==> src/rtl/core/nfas_pkg.sv <==
package nfas_pkg;

    // field widths
    localparam int EXP_W    = 32;
    localparam int MANT_W   = 64;
    // exponent with headroom for the +2 / -62 excursions
    localparam int XEXP_W   = EXP_W + 2;
    localparam int SH_W     = 6;

    // normalisation target and shift clamp
    localparam int NORM_TOP  = 62;
    localparam int SHIFT_MAX = 63;

    localparam logic [MANT_W-1:0] MANT_MIN  = {1'b1, {(MANT_W-1){1'b0}}};
    localparam logic [MANT_W-1:0] MANT_MAX  = {1'b0, {(MANT_W-1){1'b1}}};
    localparam logic [MANT_W-1:0] MANT_HALF_NEG = {2'b11, {(MANT_W-2){1'b0}}};

    localparam logic CMD_ADD = 1'b0;
    localparam logic CMD_SUB = 1'b1;

    // input beat
    typedef struct packed {
        logic                     cmd;
        logic signed [EXP_W-1:0]  a_exponent;
        logic signed [MANT_W-1:0] a_mantissa;
        logic signed [EXP_W-1:0]  b_exponent;
        logic signed [MANT_W-1:0] b_mantissa;
    } op_t;

    // after operand alignment set-up
    typedef struct packed {
        logic signed [XEXP_W-1:0] exp;
        logic signed [MANT_W-1:0] m_big;
        logic signed [MANT_W-1:0] m_small;
        logic [SH_W-1:0]          sh;
    } algn_t;

    // after the add
    typedef struct packed {
        logic signed [XEXP_W-1:0] exp;
        logic signed [MANT_W-1:0] sum;
    } sum_t;

    // after leading-one detection
    typedef struct packed {
        logic signed [XEXP_W-1:0] exp;
        logic signed [MANT_W-1:0] sum;
        logic [SH_W-1:0]          shift;
        logic                     zero;
        logic                     most_neg;
    } lzc_t;

    // result beat
    typedef struct packed {
        logic signed [EXP_W-1:0]  sum_exponent;
        logic signed [MANT_W-1:0] sum_mantissa;
        logic                     exponent_overflow;
    } res_t;

endpackage

==> src/rtl/core/nfas_op_if.sv <==
interface nfas_op_if;
    logic                                      valid;
    logic                                      ready;
    logic                                      cmd;
    logic signed [nfas_pkg::EXP_W-1:0]         a_exponent;
    logic signed [nfas_pkg::MANT_W-1:0]        a_mantissa;
    logic signed [nfas_pkg::EXP_W-1:0]         b_exponent;
    logic signed [nfas_pkg::MANT_W-1:0]        b_mantissa;

    modport source (
        output valid, cmd, a_exponent, a_mantissa, b_exponent, b_mantissa,
        input  ready
    );
    modport sink (
        input  valid, cmd, a_exponent, a_mantissa, b_exponent, b_mantissa,
        output ready
    );
endinterface

==> src/rtl/core/nfas_res_if.sv <==
interface nfas_res_if;
    logic                                      valid;
    logic                                      ready;
    logic signed [nfas_pkg::EXP_W-1:0]         sum_exponent;
    logic signed [nfas_pkg::MANT_W-1:0]        sum_mantissa;
    logic                                      exponent_overflow;

    modport source (
        output valid, sum_exponent, sum_mantissa, exponent_overflow,
        input  ready
    );
    modport sink (
        input  valid, sum_exponent, sum_mantissa, exponent_overflow,
        output ready
    );
endinterface

==> src/rtl/core/normalized_float_add_sub.sv <==
// normalised add / subtract of two mantissa-exponent numbers
//
// operand channel: one beat holds cmd (add or subtract b from a), the two
// signed 32-bit exponents and the two signed 64-bit mantissas
// result channel: one beat per operand beat, in order, holding the
// exponent, the mantissa with its magnitude's top bit at bit 62, and a
// flag that the exponent left the 32-bit signed range (it then wraps)
//
// the stages, each ending in a register, are operand set-up, align and add,
// leading-one detection and normalising shift; one beat is taken every
// cycle unless the pipeline is full and the result is stalled
// reset clears the stage valid bits only, so the pipeline comes up empty
// and ready; a stalled result holds in the output register while upstream
// stages keep filling until every stage holds a beat, then operand ready
// drops; nothing is lost or repeated
module normalized_float_add_sub (
    input  logic       clk,
    input  logic       rst_n,
    nfas_op_if.sink    operand,
    nfas_res_if.source result
);

    nfas_pkg::op_t     op_data;
    logic              sum_valid;
    logic              sum_ready;
    nfas_pkg::sum_t    sum_data;
    logic              lzc_valid;
    logic              lzc_ready;
    nfas_pkg::lzc_t    lzc_data;
    nfas_pkg::res_t    res_data;

    // gather the operand beat
    always_comb
    begin
        op_data.cmd        = operand.cmd;
        op_data.a_exponent = operand.a_exponent;
        op_data.a_mantissa = operand.a_mantissa;
        op_data.b_exponent = operand.b_exponent;
        op_data.b_mantissa = operand.b_mantissa;
    end

    nfas_align u_align (
        .clk       (clk),
        .rst_n     (rst_n),
        .in_valid  (operand.valid),
        .in_ready  (operand.ready),
        .in_data   (op_data),
        .out_valid (sum_valid),
        .out_ready (sum_ready),
        .out_data  (sum_data)
    );

    nfas_lzc u_lzc (
        .clk       (clk),
        .rst_n     (rst_n),
        .in_valid  (sum_valid),
        .in_ready  (sum_ready),
        .in_data   (sum_data),
        .out_valid (lzc_valid),
        .out_ready (lzc_ready),
        .out_data  (lzc_data)
    );

    nfas_norm u_norm (
        .clk       (clk),
        .rst_n     (rst_n),
        .in_valid  (lzc_valid),
        .in_ready  (lzc_ready),
        .in_data   (lzc_data),
        .out_valid (result.valid),
        .out_ready (result.ready),
        .out_data  (res_data)
    );

    // result beat
    assign result.sum_exponent      = res_data.sum_exponent;
    assign result.sum_mantissa      = res_data.sum_mantissa;
    assign result.exponent_overflow = res_data.exponent_overflow;

endmodule

==> src/rtl/core/nfas_align.sv <==
module nfas_align (
    input  logic              clk,
    input  logic              rst_n,
    input  logic              in_valid,
    output logic              in_ready,
    input  nfas_pkg::op_t     in_data,
    output logic              out_valid,
    input  logic              out_ready,
    output nfas_pkg::sum_t    out_data
);

    logic                                  s1_valid_reg;
    nfas_pkg::algn_t                       s1_data_reg;
    nfas_pkg::algn_t                       s1_data_next;
    logic                                  s1_ready;

    logic                                  s2_valid_reg;
    nfas_pkg::sum_t                        s2_data_reg;
    nfas_pkg::sum_t                        s2_data_next;
    logic                                  s2_ready;

    logic signed [nfas_pkg::MANT_W-1:0]    mb_eff;
    logic signed [nfas_pkg::XEXP_W-1:0]    ea_x;
    logic signed [nfas_pkg::XEXP_W-1:0]    eb_x;
    logic signed [nfas_pkg::XEXP_W-1:0]    diff_ab;
    logic [nfas_pkg::XEXP_W-1:0]           exp_gap;
    logic                                  a_bigger;

    // stage handshake: a stage takes a beat when empty or draining
    assign s2_ready  = !s2_valid_reg || out_ready;
    assign s1_ready  = !s1_valid_reg || s2_ready;
    assign in_ready  = s1_ready;
    assign out_valid = s2_valid_reg;
    assign out_data  = s2_data_reg;

    // subtract negates b, saturating the most negative value
    always_comb
    begin
        if (in_data.cmd == nfas_pkg::CMD_SUB)
        begin
            if (in_data.b_mantissa == nfas_pkg::MANT_MIN)
                mb_eff = nfas_pkg::MANT_MAX;
            else
                mb_eff = ~in_data.b_mantissa + nfas_pkg::MANT_W'(1);
        end
        else
        begin
            mb_eff = in_data.b_mantissa;
        end
    end

    // exponent compare and clamped shift for the smaller operand
    always_comb
    begin
        ea_x     = nfas_pkg::XEXP_W'(in_data.a_exponent);
        eb_x     = nfas_pkg::XEXP_W'(in_data.b_exponent);
        diff_ab  = ea_x - eb_x;
        a_bigger = !diff_ab[nfas_pkg::XEXP_W-1] && (diff_ab != '0);
        exp_gap  = a_bigger ? diff_ab : -diff_ab;

        if (exp_gap >= nfas_pkg::XEXP_W'(nfas_pkg::SHIFT_MAX))
            s1_data_next.sh = nfas_pkg::SH_W'(nfas_pkg::SHIFT_MAX);
        else
            s1_data_next.sh = exp_gap[nfas_pkg::SH_W-1:0] + nfas_pkg::SH_W'(1);

        s1_data_next.exp     = (a_bigger ? ea_x : eb_x) + nfas_pkg::XEXP_W'(1);
        s1_data_next.m_big   = a_bigger ? in_data.a_mantissa : mb_eff;
        s1_data_next.m_small = a_bigger ? mb_eff : in_data.a_mantissa;
    end

    // halve and align, then add; halving keeps the sum inside 64 bits
    always_comb
    begin
        s2_data_next.exp = s1_data_reg.exp;
        s2_data_next.sum = (s1_data_reg.m_big >>> 1) + (s1_data_reg.m_small >>> s1_data_reg.sh);
    end

    // valid bits
    always_ff @(posedge clk or negedge rst_n)
    begin
        if (!rst_n)
        begin
            s1_valid_reg <= 1'b0;
            s2_valid_reg <= 1'b0;
        end
        else
        begin
            if (s1_ready)
                s1_valid_reg <= in_valid;
            if (s2_ready)
                s2_valid_reg <= s1_valid_reg;
        end
    end

    // payload
    always_ff @(posedge clk)
    begin
        if (s1_ready && in_valid)
            s1_data_reg <= s1_data_next;
        if (s2_ready && s1_valid_reg)
            s2_data_reg <= s2_data_next;
    end

endmodule

==> src/rtl/core/nfas_lzc.sv <==
module nfas_lzc (
    input  logic              clk,
    input  logic              rst_n,
    input  logic              in_valid,
    output logic              in_ready,
    input  nfas_pkg::sum_t    in_data,
    output logic              out_valid,
    input  logic              out_ready,
    output nfas_pkg::lzc_t    out_data
);

    logic                                  valid_reg;
    nfas_pkg::lzc_t                        data_reg;
    nfas_pkg::lzc_t                        data_next;
    logic [nfas_pkg::MANT_W-1:0]           mag;

    assign in_ready  = !valid_reg || out_ready;
    assign out_valid = valid_reg;
    assign out_data  = data_reg;

    // magnitude and position of its top set bit
    always_comb
    begin
        mag = in_data.sum[nfas_pkg::MANT_W-1] ? (~in_data.sum + nfas_pkg::MANT_W'(1))
                                               : in_data.sum;
        data_next.exp      = in_data.exp;
        data_next.sum      = in_data.sum;
        data_next.zero     = (in_data.sum == '0);
        data_next.most_neg = (in_data.sum == nfas_pkg::MANT_MIN);
        data_next.shift    = '0;
        // highest set bit wins
        for (int i = 0; i <= nfas_pkg::NORM_TOP; i++)
        begin
            if (mag[i])
                data_next.shift = nfas_pkg::SH_W'(nfas_pkg::NORM_TOP - i);
        end
    end

    always_ff @(posedge clk or negedge rst_n)
    begin
        if (!rst_n)
            valid_reg <= 1'b0;
        else if (in_ready)
            valid_reg <= in_valid;
    end

    always_ff @(posedge clk)
    begin
        if (in_ready && in_valid)
            data_reg <= data_next;
    end

endmodule

==> src/rtl/core/nfas_norm.sv <==
module nfas_norm (
    input  logic              clk,
    input  logic              rst_n,
    input  logic              in_valid,
    output logic              in_ready,
    input  nfas_pkg::lzc_t    in_data,
    output logic              out_valid,
    input  logic              out_ready,
    output nfas_pkg::res_t    out_data
);

    logic                                  valid_reg;
    nfas_pkg::res_t                        data_reg;
    nfas_pkg::res_t                        data_next;
    logic signed [nfas_pkg::XEXP_W-1:0]    exp_adj;
    logic [nfas_pkg::XEXP_W-nfas_pkg::EXP_W:0] exp_top;

    assign in_ready  = !valid_reg || out_ready;
    assign out_valid = valid_reg;
    assign out_data  = data_reg;

    // left shift to bit 62 and exponent correction
    always_comb
    begin
        if (in_data.most_neg)
        begin
            exp_adj                = in_data.exp + nfas_pkg::XEXP_W'(1);
            data_next.sum_mantissa = nfas_pkg::MANT_HALF_NEG;
        end
        else
        begin
            exp_adj                = in_data.exp
                                     - {{(nfas_pkg::XEXP_W-nfas_pkg::SH_W){1'b0}}, in_data.shift};
            data_next.sum_mantissa = in_data.sum <<< in_data.shift;
        end

        // out of range when the bits above the sign do not all match it
        exp_top                     = exp_adj[nfas_pkg::XEXP_W-1:nfas_pkg::EXP_W-1];
        data_next.sum_exponent      = exp_adj[nfas_pkg::EXP_W-1:0];
        data_next.exponent_overflow = !((&exp_top) || !(|exp_top));

        // zero sum gives an all-zero result
        if (in_data.zero)
        begin
            data_next.sum_exponent      = '0;
            data_next.sum_mantissa      = '0;
            data_next.exponent_overflow = 1'b0;
        end
    end

    always_ff @(posedge clk or negedge rst_n)
    begin
        if (!rst_n)
            valid_reg <= 1'b0;
        else if (in_ready)
            valid_reg <= in_valid;
    end

    always_ff @(posedge clk)
    begin
        if (in_ready && in_valid)
            data_reg <= data_next;
    end

endmodule

==> src/flat_wrapper.sv <==
// flat-port wrapper written by rule: the top's interface ports become plain ports
module normalized_float_add_sub_flat 
  (clk, rst_n, operand_valid, operand_cmd, operand_a_exponent, operand_a_mantissa, operand_b_exponent, operand_b_mantissa, operand_ready, result_valid, result_sum_exponent, result_sum_mantissa, result_exponent_overflow, result_ready);
  nfas_op_if operand_i ();
  nfas_res_if result_i ();
  input  logic clk;
  input  logic rst_n;
  input wire logic [$bits(operand_i.valid)-1:0] operand_valid;
  input wire logic [$bits(operand_i.cmd)-1:0] operand_cmd;
  input wire logic [$bits(operand_i.a_exponent)-1:0] operand_a_exponent;
  input wire logic [$bits(operand_i.a_mantissa)-1:0] operand_a_mantissa;
  input wire logic [$bits(operand_i.b_exponent)-1:0] operand_b_exponent;
  input wire logic [$bits(operand_i.b_mantissa)-1:0] operand_b_mantissa;
  output wire logic [$bits(operand_i.ready)-1:0] operand_ready;
  output wire logic [$bits(result_i.valid)-1:0] result_valid;
  output wire logic [$bits(result_i.sum_exponent)-1:0] result_sum_exponent;
  output wire logic [$bits(result_i.sum_mantissa)-1:0] result_sum_mantissa;
  output wire logic [$bits(result_i.exponent_overflow)-1:0] result_exponent_overflow;
  input wire logic [$bits(result_i.ready)-1:0] result_ready;
  assign operand_i.valid = operand_valid;
  assign operand_i.cmd = operand_cmd;
  assign operand_i.a_exponent = operand_a_exponent;
  assign operand_i.a_mantissa = operand_a_mantissa;
  assign operand_i.b_exponent = operand_b_exponent;
  assign operand_i.b_mantissa = operand_b_mantissa;
  assign operand_ready = operand_i.ready;
  assign result_valid = result_i.valid;
  assign result_sum_exponent = result_i.sum_exponent;
  assign result_sum_mantissa = result_i.sum_mantissa;
  assign result_exponent_overflow = result_i.exponent_overflow;
  assign result_i.ready = result_ready;
  normalized_float_add_sub u_core (.clk(clk), .rst_n(rst_n), .operand(operand_i), .result(result_i));
endmodule
==> config.mk <==
export PLATFORM = sky130hd
export DESIGN_NAME = normalized_float_add_sub_flat
export DESIGN_NICKNAME = d
export VERILOG_FILES = /design/src/rtl/core/nfas_pkg.sv /design/src/rtl/core/nfas_op_if.sv /design/src/rtl/core/nfas_res_if.sv /design/src/rtl/core/normalized_float_add_sub.sv /design/src/rtl/core/nfas_align.sv /design/src/rtl/core/nfas_lzc.sv /design/src/rtl/core/nfas_norm.sv /design/src/flat_wrapper.sv
export SDC_FILE = /design/constraint.sdc
export NUM_CORES = 2
export LEC_CHECK = 0
export CAP_MARGIN = 30
export CORE_MARGIN = 5
export CORE_UTILIZATION = 65
export CTS_BUF_LIST = sky130_fd_sc_hd__clkbuf_8
export CTS_CLUSTER_DIAMETER = 50
export CTS_CLUSTER_SIZE = 12
export DETAILED_ROUTE_END_ITERATION = 10
export DONT_BUFFER_PORTS = 1
export PLACE_DENSITY = 0.81
export SLEW_MARGIN = 20
export SYNTH_ARGS = -nofsm -noshare
export SYNTH_HDL_FRONTEND = slang
export SYNTH_SLANG_ARGS = --single-unit
==> constraint.sdc <==
create_clock -name clk -period 10.7 [get_ports clk]
set_clock_uncertainty 0.05 [all_clocks]
set_input_delay 0.535 -clock clk [delete_from_list [all_inputs] [get_ports clk]]
set_output_delay 0.535 -clock clk [all_outputs]
set_load 0.05 [all_outputs]
==> impl_metrics.csv <==
group,metric,value,unit
outcome,status,"finished clean",
floorplan,io_pins,296,
drt,vias,32100,
hold_path,hp-class,"input port to flip-flop",
clocking,cts_resized,0,
clocking,clkSinkCount,472,
power,p_leak,14.2,nW
critical_path,cp_top_family,"compound AO/OA/AOI/OAI gates",
clocking,clk_pin_slew,80,ps
global_routing,grt_util_all_layers,0.303,
logic_synthesis,synth_top_area_cell,"edfxtp_1",
logic_synthesis,yosysUniqueCellTypes,105,
clocking,cts.path.max_buffers,3,
critical_path,critical_path_depth,21,
logic_synthesis,netlist_top_cells_area,"edfxtp_1, nor2_1, mux4_2, nand2_1, o21ai_0",
sta,finalSetupViolCount,0,
clocking,root_buffer,"clkbuf_8",
logic_synthesis,async_flop_share,0.00847,
critical_path,cp_slowest_cell,"buf_4",
job,drv_cap,0,
global_routing,grt_pass1_wl,156000,um
logic_synthesis,syn_nets,4477,
final_layout,largest_reg_flops,167,
sta,slew_violations,0,
floorplan,dieArea,62600,um^2
final_layout,nFillCells,4614,
place,dpl_cell_area,37800,um^2
power,internal_power,0.00407,W
critical_path,path_class,"flip-flop to flip-flop",
critical_path,crit_required,11070,ps
sta,finalWorstSetupSlack,3930,ps
global_routing,grt_pass1_vias,28800,
logic_synthesis,synth_top_cells_by_count,"nor2_1, nand2_1, edfxtp_1, o21ai_0, a21oi_1",
critical_path,r2r_start,"u_core.u_align.s1_data_reg[1]",
clocking,cts_hold_buf,56,
hold_path,min_path_cells,2,
clocking,cts_max_level,2,
final_layout,layout-drive-gt1-share,0.0817,
clocking,cts_made_buffers,56,
drt,vias_per_cell,6.57,
logic_synthesis,synth-edff-count,468,
final_layout,design_area,39500,um^2
critical_path,reg2reg_depth,21,
critical_path,arrival,7140,ps
critical_path,endpoint_kind,"flip-flop",
final_layout,synthToLayoutAreaGrowth,5.41,%
sta,max_freq,0.148,GHz
drt,drt_wl_total,99400,um
clocking,cts_tree,"built",
global_routing,grt_max_degree,128,
final_layout,final_core_util,0.688,
hold_path,hold_start,"operand_a_mantissa[50]",
drt,ant_nets,0,
sta,fin_crit,6770,ps
global_routing,overflow,0,
power,p_per_area,173,nW/um^2
sta,period_share,0.633,
critical_path,max_stage_delay,660,ps
final_layout,nNetsFinal,4392,
logic_synthesis,synth_ff_type,"edfxtp_1",
clocking,clock_latency,690,ps
sta,setup_tns,0,ps
critical_path,crit_buf_inv,1,
place,globalplace.congestion,1.02,
power,combPwrFrac,0.375,
global_routing,antenna_found_initial,1,
power,clkPwrFrac,0.180,
sta,worst_pin_slew,1000,ps
power,p_sw,0.00276,W
place,preCtsSetupSlack,3830,ps
clocking,cts_setup_buffers,0,
drt,drtIter0Drc,3265,
logic_synthesis,yosysMostFrequentCell,"nor2_1",
critical_path,critPathMostFrequentCell,"o21ai_0",
critical_path,start_kind,"flip-flop",
logic_synthesis,synth.top_cell.area_share,0.375,
drt,wl_per_cell,20.4,um
drt,drt-pass1-iter-count,6,
sta,finalHoldViolations,0,
power,p_sw_frac,0.404,
floorplan,die_h,250,um
critical_path,cp_max_fo,74,
logic_synthesis,ys_warn_count,0,
place,dp.final_hpwl,76600,um
sta,relSlewSlack,0.329,
floorplan,start_util,0.652,
critical_path,regToRegSetupSlack,3930,ps
logic_synthesis,ys_seq_area_frac,0.377,
logic_synthesis,ys_seq_elements,472,
critical_path,crit_path_start,"u_core.u_align.s1_data_reg[1]",
place,port_buffers,0,
sta,rsz0062_at_grt,"no",
drt,post-route-drc-count,0,
logic_synthesis,synth_area,37500,um^2
power,ir_drop,121,uV
floorplan,core,57500,um^2
floorplan,row_count,88,
logic_synthesis,synthCells,4169,
power,p_seq_frac,0.446,
logic_synthesis,postSynthAreaPerCell,8.99,um^2
floorplan,dieWidth,250,um
critical_path,cp_cell_sequence,"buf_4 -> mux2_2 -> o21ai_0 -> o21ai_0 -> mux2i_1 -> o21ai_0 -> o21a_1 -> ha_1 -> a21o_1 -> a211o_1 -> o31a_1 -> or3b_2 -> o21ai_0 -> a21oi_1 -> a21oi_1 -> a21oi_1 -> a21o_1 -> o21ai_0 -> o2111ai_1 -> o31ai_1 -> xnor2_1",
[worst paths after layout]
path	to
setup / recovery	u_core.u_align.out_data[62]
hold / removal	u_core.u_align.s1_data_reg[120]
setup reg to reg	u_core.u_align.out_data[62]
hold reg to reg	u_core.u_lzc.out_data[103]
max in group asynchronous	u_core.u_align.s1_valid_reg
min in group asynchronous	u_core.u_lzc.out_valid
[power groups by stage]
stage | Sequential, W | Clock [W] | Combinational, W
2_1_floorplan | 0.00290 | 0 | 0.00203
5_1_grt | 0.00308 | 0.00133 | 0.00282
3_5_place_dp | 0.00307 | 0 | 0.00248
4_1_cts | 0.00303 | 0.00125 | 0.00251
3_3_place_gp | 0.00305 | 0 | 0.00244
6_report | 0.00304 | 0.00123 | 0.00256
[cell usage in the layout (no fill, tap or decap), drive strengths merged, types with 40 or more instances in the layout]
cell type      n
mux2i        132
nor2         546
mux4          89
inv          110
nor2b         52
xnor2        172
o21ai        368
nand2b        46
clkbuf        59
nand3        104
edfxtp       468
nor4          52
ha           108
or3           41
a21oi        290
mux2          53
a211oi        40
buf           42
a21o          55
nor3          82
nand2        486
xor2          82
dlygate4sd3   56
o31ai         44
[cell type report]
| type | instances | area (um^2) | share of cell area |
|---|---|---|---|
| well taps | 765 | 957 | 0.0242 |
| repair buffers | 99 | 943 | 0.0239 |
| clock buffers | 58 | 798 | 0.0202 |
| flip-flops and latches | 472 | 14200 | 0.358 |
| inverters | 93 | 349 | 0.00883 |
| multi-input cells | 3362 | 22100 | 0.558 |
| diodes | 1 | 2.50 | 0.0000633 |
| clock inverters | 30 | 258 | 0.00652 |
[cells by family after synthesis]
family	Yosys count	synth area share
XOR/XNOR	254	0.0595
buffers and inverters	335	0.0352
AND/OR/NAND/NOR	1618	0.201
AO/OA/AOI/OAI	1105	0.185
adder cells (fa/ha/maj)	111	0.0376
multiplexers	274	0.105
flip-flops	472	0.377
[metrics by stage]
step | hold WS (ps) | cells | power, W
after floorplan | 189 | 4169 | 0.00493
after CTS | 0.621 | 4874 | 0.00679
final | 40.3 | 4880 | 0.00683
after global placement | 189 | 4730 | 0.00549
after global routing | 13.4 | 4880 | 0.00723
after detailed placement | 190 | 4730 | 0.00555
[routing by layer]
layer	vias to the layer above	track usage	part of all wire
li1	15300	-	-
met1	14800	0.447	0.43
met2	1624	0.450	0.43
met3	280	0.0465	0.090
met4	0	0.126	0.048
met5	-	0	0
Note: power is estimated with default switching activity, not from simulation.
